File: config.mk
export PLATFORM = sky130hd
export DESIGN_NAME = cau_front
export DESIGN_NICKNAME = d
export VERILOG_FILES = /design/src/rtl/core/cau_pkg.sv /design/src/rtl/core/cau_front.sv
export SDC_FILE = /design/constraint.sdc
export NUM_CORES = 1
export LEC_CHECK = 0
export BUFFER_PORTS_ARGS = -buffer_cell sky130_fd_sc_hd__buf_2
export CORE_UTILIZATION = 40
export CTS_CLUSTER_SIZE = 28
export DETAILED_ROUTE_END_ITERATION = 10
export HOLD_SLACK_MARGIN = 0.05
export PLACE_DENSITY = 0.66
export SKIP_LAST_GASP = 1
export SYNTH_ARGS = -nofsm -noshare
export SYNTH_HDL_FRONTEND = slang
export SYNTH_SLANG_ARGS = --single-unit
File: constraint.sdc
create_clock -name clk -period 7.1 [get_ports clk]
set_input_delay 0.71 -clock clk [delete_from_list [all_inputs] [get_ports clk]]
set_output_delay 0.71 -clock clk [all_outputs]
set_load 0.02 [all_outputs]
File: src/rtl/core/cau_pkg.sv
// ----------------------------------------------------------------------------
// cau_pkg
// Shared types, constants and helpers of the fixed-point complex ALU.
// ----------------------------------------------------------------------------
package cau_pkg;

    localparam int DW        = 32;
    localparam int FB        = 16;
    localparam int EXP_W     = 6;
    localparam int EXP_LIMIT = 31;
    localparam int AW        = 2 * DW + 2;
    localparam int CNT_W     = $clog2(EXP_LIMIT + 1);
    localparam int STEP_W    = $clog2(DW);

    localparam logic signed [AW-1:0] DMAX_W = {{(AW-DW+1){1'b0}}, {(DW-1){1'b1}}};
    localparam logic signed [AW-1:0] DMIN_W = {{(AW-DW+1){1'b1}}, {(DW-1){1'b0}}};
    localparam logic signed [DW-1:0] ONE_FX = {{(DW-FB-1){1'b0}}, 1'b1, {FB{1'b0}}};

    typedef enum logic [2:0] {
        OP_ADD, OP_SUB, OP_MUL, OP_DIV, OP_CONJ, OP_NEG, OP_POW, OP_EQ
    } op_t;

    typedef enum logic [1:0] {
        ST_OK, ST_DIV_ZERO, ST_OVERFLOW
    } status_t;

    typedef enum logic [3:0] {
        S_IDLE, S_SIMPLE, S_PW_CHK, S_MAC, S_MUL_FIN,
        S_DIV_CHK, S_DIV_RUN, S_DIV_FIN, S_DONE
    } state_t;

    typedef struct packed {
        op_t                   op;
        logic signed [DW-1:0]  a_re;
        logic signed [DW-1:0]  a_im;
        logic signed [DW-1:0]  b_re;
        logic signed [DW-1:0]  b_im;
        logic [CNT_W-1:0]      cnt;
        logic                  recip;
    } req_t;

    typedef struct packed {
        logic signed [DW-1:0] val;
        logic                 ovf;
    } sat_t;

    function automatic logic signed [AW-1:0] sx(input logic signed [DW-1:0] v);
        sx = {{(AW-DW){v[DW-1]}}, v};
    endfunction

    function automatic sat_t sat_fn(input logic signed [AW-1:0] v);
        sat_t s;
        if (v > DMAX_W)
        begin
            s.val = DMAX_W[DW-1:0];
            s.ovf = 1'b1;
        end
        else if (v < DMIN_W)
        begin
            s.val = DMIN_W[DW-1:0];
            s.ovf = 1'b1;
        end
        else
        begin
            s.val = v[DW-1:0];
            s.ovf = 1'b0;
        end
        return s;
    endfunction

endpackage

File: src/rtl/core/cau_front.sv
// ----------------------------------------------------------------------------
// cau_front
// Accepts requests, folds the exponent into a clamped count, and queues them.
// ----------------------------------------------------------------------------
module cau_front (
    input  logic                        clk,
    input  logic                        rst_n,
    input  logic                        in_valid,
    output logic                        in_stall,
    input  logic [2:0]                  opcode,
    input  logic signed [cau_pkg::DW-1:0]    a_re,
    input  logic signed [cau_pkg::DW-1:0]    a_im,
    input  logic signed [cau_pkg::DW-1:0]    b_re,
    input  logic signed [cau_pkg::DW-1:0]    b_im,
    input  logic signed [cau_pkg::EXP_W-1:0] exponent,
    output logic                        q_valid,
    output cau_pkg::req_t               q_req,
    input  logic                        q_pop
);
    import cau_pkg::*;

    req_t             fifo_reg [2];
    logic             wr_ptr_reg, wr_ptr_next;
    logic             rd_ptr_reg, rd_ptr_next;
    logic [1:0]       count_reg, count_next;
    logic             push;
    logic [EXP_W:0]   exp_abs;
    req_t             new_req;

    assign in_stall = (count_reg == 2'd2);
    assign push     = in_valid && !in_stall;
    assign q_valid  = (count_reg != 2'd0);
    assign q_req    = fifo_reg[rd_ptr_reg];

    always_comb
    begin
        exp_abs = exponent[EXP_W-1] ? -{exponent[EXP_W-1], exponent}
                                    : {exponent[EXP_W-1], exponent};
        new_req.op    = op_t'(opcode);
        new_req.a_re  = a_re;
        new_req.a_im  = a_im;
        new_req.b_re  = b_re;
        new_req.b_im  = b_im;
        new_req.recip = exponent[EXP_W-1];
        if (exp_abs > (EXP_W+1)'(EXP_LIMIT))
            new_req.cnt = CNT_W'(EXP_LIMIT);
        else
            new_req.cnt = exp_abs[CNT_W-1:0];
    end

    always_comb
    begin
        wr_ptr_next = push ? !wr_ptr_reg : wr_ptr_reg;
        rd_ptr_next = (q_pop && q_valid) ? !rd_ptr_reg : rd_ptr_reg;
        count_next  = count_reg + {1'b0, push} - {1'b0, q_pop && q_valid};
    end

    always_ff @(posedge clk or negedge rst_n)
    begin
        if (!rst_n)
        begin
            wr_ptr_reg <= 1'b0;
            rd_ptr_reg <= 1'b0;
            count_reg  <= 2'd0;
        end
        else
        begin
            wr_ptr_reg <= wr_ptr_next;
            rd_ptr_reg <= rd_ptr_next;
            count_reg  <= count_next;
        end
    end

    always_ff @(posedge clk)
    begin
        if (push)
            fifo_reg[wr_ptr_reg] <= new_req;
    end

endmodule

Yosys cells after proc, flatten, opt, wreduce, memory -nomap -nowiden
Memory sizes are Yosys's and may differ from the RTL's.
Index checks and enable logic that the tools add are counted.
{ "word_totals": {"mem_bits_rw": 274, "output_inout_bits": 139, "latchBits": 0, "mem_count": 1, "register_bits": 4, "rom_bits": 0} }
{ "memory_table": {"columns": ["memory", "depth", "width", "rd", "rd_ports_with_merged_regs", "wr", "line_no", "rtl"], "rows": [
  ["fifo_reg", 2, 137, 1, 0, 1, "cau_front.sv:22", "req_t fifo_reg [2];"]
]} }
{ "classes": {"n_mul": 0, "shifts": 0, "div_mod_pow": 0, "n_addsub": 3, "n_reduce_logical": 6, "muxes": 4, "order_cmp": 1, "n_bitwise": 0, "eq_ne": 1} }
{ "op_table": {"columns": ["op", "count"], "rows": [
  ["7-bit by 5-bit greater-than comparator with 1-bit output (second input constant)", 1],
  ["7-bit two-way mux", 1],
  ["7-bit negation", 1],
  ["5-bit two-way mux", 1],
  ["1-bit zero test", 3],
  ["2-bit by 1-bit adder with 2-bit output", 1],
  ["2-bit == test (second input constant)", 1],
  ["1-bit logical AND", 2],
  ["1-bit two-way mux", 2],
  ["2-bit nonzero test", 1],
  ["2-bit by 1-bit subtractor with 2-bit output", 1]
]} }

Longest topological paths before layout
{ "depth": {"word_depth": 5, "mapped_depth": 7, "depth_no_buf": 7} }

Least setup slack after synthesis
Ideal clock, no wire load.
{ "synth_path": {"path_kind": "input-to-reg", "start": "input in_valid", "end": "memory fifo_reg[0][0] (netlist name) (enable)", "t_required_ns": 6.465, "stages": 2, "setup_ns": 0.635, "slack_ns": -0.029, "t_arrival_ns": 6.494, "cell_sequence": "nand2_1 nor2_1"} }
{ "synth_between": {"elab_chain_cells": 3} }
{ "synth_rtl": {"columns": ["element", "line_no", "rtl"], "rows": [
  ["from (decl)", "cau_front.sv:8", "input logic in_valid,"],
  ["1-bit logical AND", "cau_front.sv:31", "assign push = in_valid && !in_stall;"],
  ["1-bit two-way mux", "cau_front.sv:76", "if (push)"],
  ["1-bit two-way mux (not written as such)", "cau_front.sv:77", "fifo_reg[wr_ptr_reg] <= new_req;"],
  ["to (decl)", "cau_front.sv:22", null]
]} }
Every way passes these cells.

==> impl_results.md <==
* Status: completed
* Tightest Pin Transition at 1.042 ns
* Drt via density at 4.700
* Fraction of layout cells with a size suffix above 1 at between 50% and 60%
* Largest register FFs at ~270
* Critical Path AT at 3.06 ns
* Most frequent cells in the layout: buf_2 (279), edfxtp_1 (274), mux2_2 (137), clkbuf_16 (29)
* Initial antenna violation count at 0
* Fin area at about 13000 um2
* CTS Sinks at approximately 280
* Buf+Inv Stages, Crit Path at 2
* Ranking of synthesized cells by area: edfxtp_1 (80%), mux2_2 (15%), buf_6 (1.5%), dfrtp_1 (0.98%), ha_1 (0.37%)
* DRC Markers at 0
* TritonRoute pass-1 iters at 4
* Family with the most delay on the worst path: flip-flops
* Antenna diodes at 0
* Routed vias at ~5200
* Remaining Overflow, GRT at 0
* Core Rows at a little under 60
* Mapped Cells at between 400 and 500
* Syn_nets at around 610
* Hold Path Class: input port to flop
* Top cell type's share of synthesized area at 80.28%
* WL/cell at roughly 17 um
* Die Ht at ~160 um
* Maximum VDD drop at between 0.0002 and 0.00025 V
* Die area at 26270 um2
* Die Wd at approximately 160 um
* Vias in the first global route at ~5300
* Port bufs at roughly 280
* CP endpoint kind: output pin
* Drt total wl at ~18 mm
* Ys flop type: edfxtp_1
* Seq cells post-synth at 278
* Layout Skew at approximately 0.0049 ns
* Worst path required time at between 6 and 7 ns
* Post-route ant nets at 0
* CP max FO at 73
* Initial Utilization at roughly 41%
* Final min period at approximately 3.8 ns
* First-pass GRT wire length at approximately 28 mm
* DR iter-0 viols at 250
* CP Class: flop to output pin
* Sequential area share after synthesis at 81.26%
* MaxCap Viol Count at 0
* Post_cts resized at 0
* Slowest CP cell: dfrtp_4
* Core ar. at between 20000 and 30000 um2
* Post-CTS Setup Inserts at 0
* Commonest non-fill, non-tap cell in the layout: buf_2
* Cell count after placement at between 1000 and 1500
* Period utilization at 53.11%
* EDFF count, synth at ~270
* Clock Latency Late Sink at ~0.52 ns
* Clk pin slew, worst setup/hold paths at roughly 0.060 ns
* CTS Hold Bufs at 1
* P&R area growth vs syn at 24.65%
* Asr flop ratio synth at between 1 and 1.5%
* Cell taking the most area after synthesis: edfxtp_1
* Slew headroom at a little under a third
* Critical path's largest stage delay at just over 1 ns
* Final setup fails at 0
* GRT Total Usage at around 14%
* Final hold slack at around 0.37 ns
* Fmax at roughly 0.27 GHz
* CP Cell Sequence: buf_4 -> mux2_2 -> buf_2
* Largest net degree at the start of global routing at between 70 and 80
* Final Max Slew Viols at 0
* CTS tree: built
* H-tree levels at 1
* Post-synth cell types at 23
* Fin Setup TNS at 0 ns
* PwrDens at around 420 nW/um2
* Fin. Hold Viols at 0
* Pleak at around 4.8 nW
* Final HPWL DP at approximately 12 mm
* Crit path launch type: flop
* Clock buffer depth at 3
* CTS root buf: clkbuf_16
* Cell area after synthesis at between 10000 and 15000 um2
* Cell Count, Final, Fillers Out at ~1100
* Dpl cell area at approximately 12000 um2
* Num CTS Buffers at 29
* # IOs at 280
* NumNets Final at between 900 and 1000
* RSZ-0062 raised after global routing: no
* Mapped Avg Cell Area at about 22 um2
* Synthesis warning total at 0
* GP Congestion at roughly 0.73
cell type report:
cell class                 instances  area (um2)
fill                            2168       12410
sequential                       278        8332
multi-input combinational        166        1752
timing repair buffer             284        1436
clock buffer                      36       752.0
tap                              330       412.9
clock inverter                    11       71.32
inverter                           5       18.77
per-layer routing:
metal  part of all wire [%]  wire [um]  global-route usage (%)
met1                     42       7709                   17.74
met5                      0          0                       0
met3                    8.5       1564                   4.316
met4                    2.3        429                   4.588
met2                     47       8754                   22.08
logic make-up after synthesis:
family / share of synthesized area (%)
compound gates: 0.3784
mux: 15.05
xor+xnor: 0.3419
buf+inv: 1.770
fa+ha+maj: 0.3663
simple gates: 0.8303
flops: 81.26
Yosys cell counts (2+ instances only):
master,n
xnor2_1,3
nand2b_1,2
nand2_1,4
inv_1,5
mux2_2,137
dfrtp_1,4
ha_1,3
nand3_1,2
nor2_1,2
buf_6,14
edfxtp_1,274
o21ai_0,2
o211ai_1,2
final timing paths:
check	startpoint	slack, ns	to	cells after the start
worst min register to register	count_reg[1]	0.50	count_reg[1]	1
min in group asynchronous	rst_n	0.54	count_reg[1]	2
worst min-delay path	a_re[14]	0.37	fifo_reg[0][116]	1
worst max register to register	count_reg[1]	4.39	fifo_reg[1][55]	3
max in group asynchronous	rst_n	6.42	rd_ptr_reg	2
worst max-delay path	rd_ptr_reg	3.33	q_req[102]	3
power by group:
part | internal (mW) | switching (mW)
clock | 0.772 | 0.553
sequential | 2.25 | 0.149
combinational | 0.668 | 1.03
total | 3.69 | 1.73
worst reg2reg max path, stage by stage (launching register included):
cell      delay (ns)
dfrtp_1         0.40
nand2b_1        0.14
and3_4          0.79
buf_4           0.88
through the flow:
step | worst slack, ns | utilization [%] | total power [mW]
floorplan | 2.284 | - | 3.689
global placement | 3.783 | 47.42 | 4.148
detailed placement | 3.798 | 47.42 | 4.161
CTS | 3.209 | 50.73 | 5.507
global route | 3.109 | 50.73 | 5.684
finish | 3.329 | 50.73 | 5.421
Power figures use the tool's default switching activity.
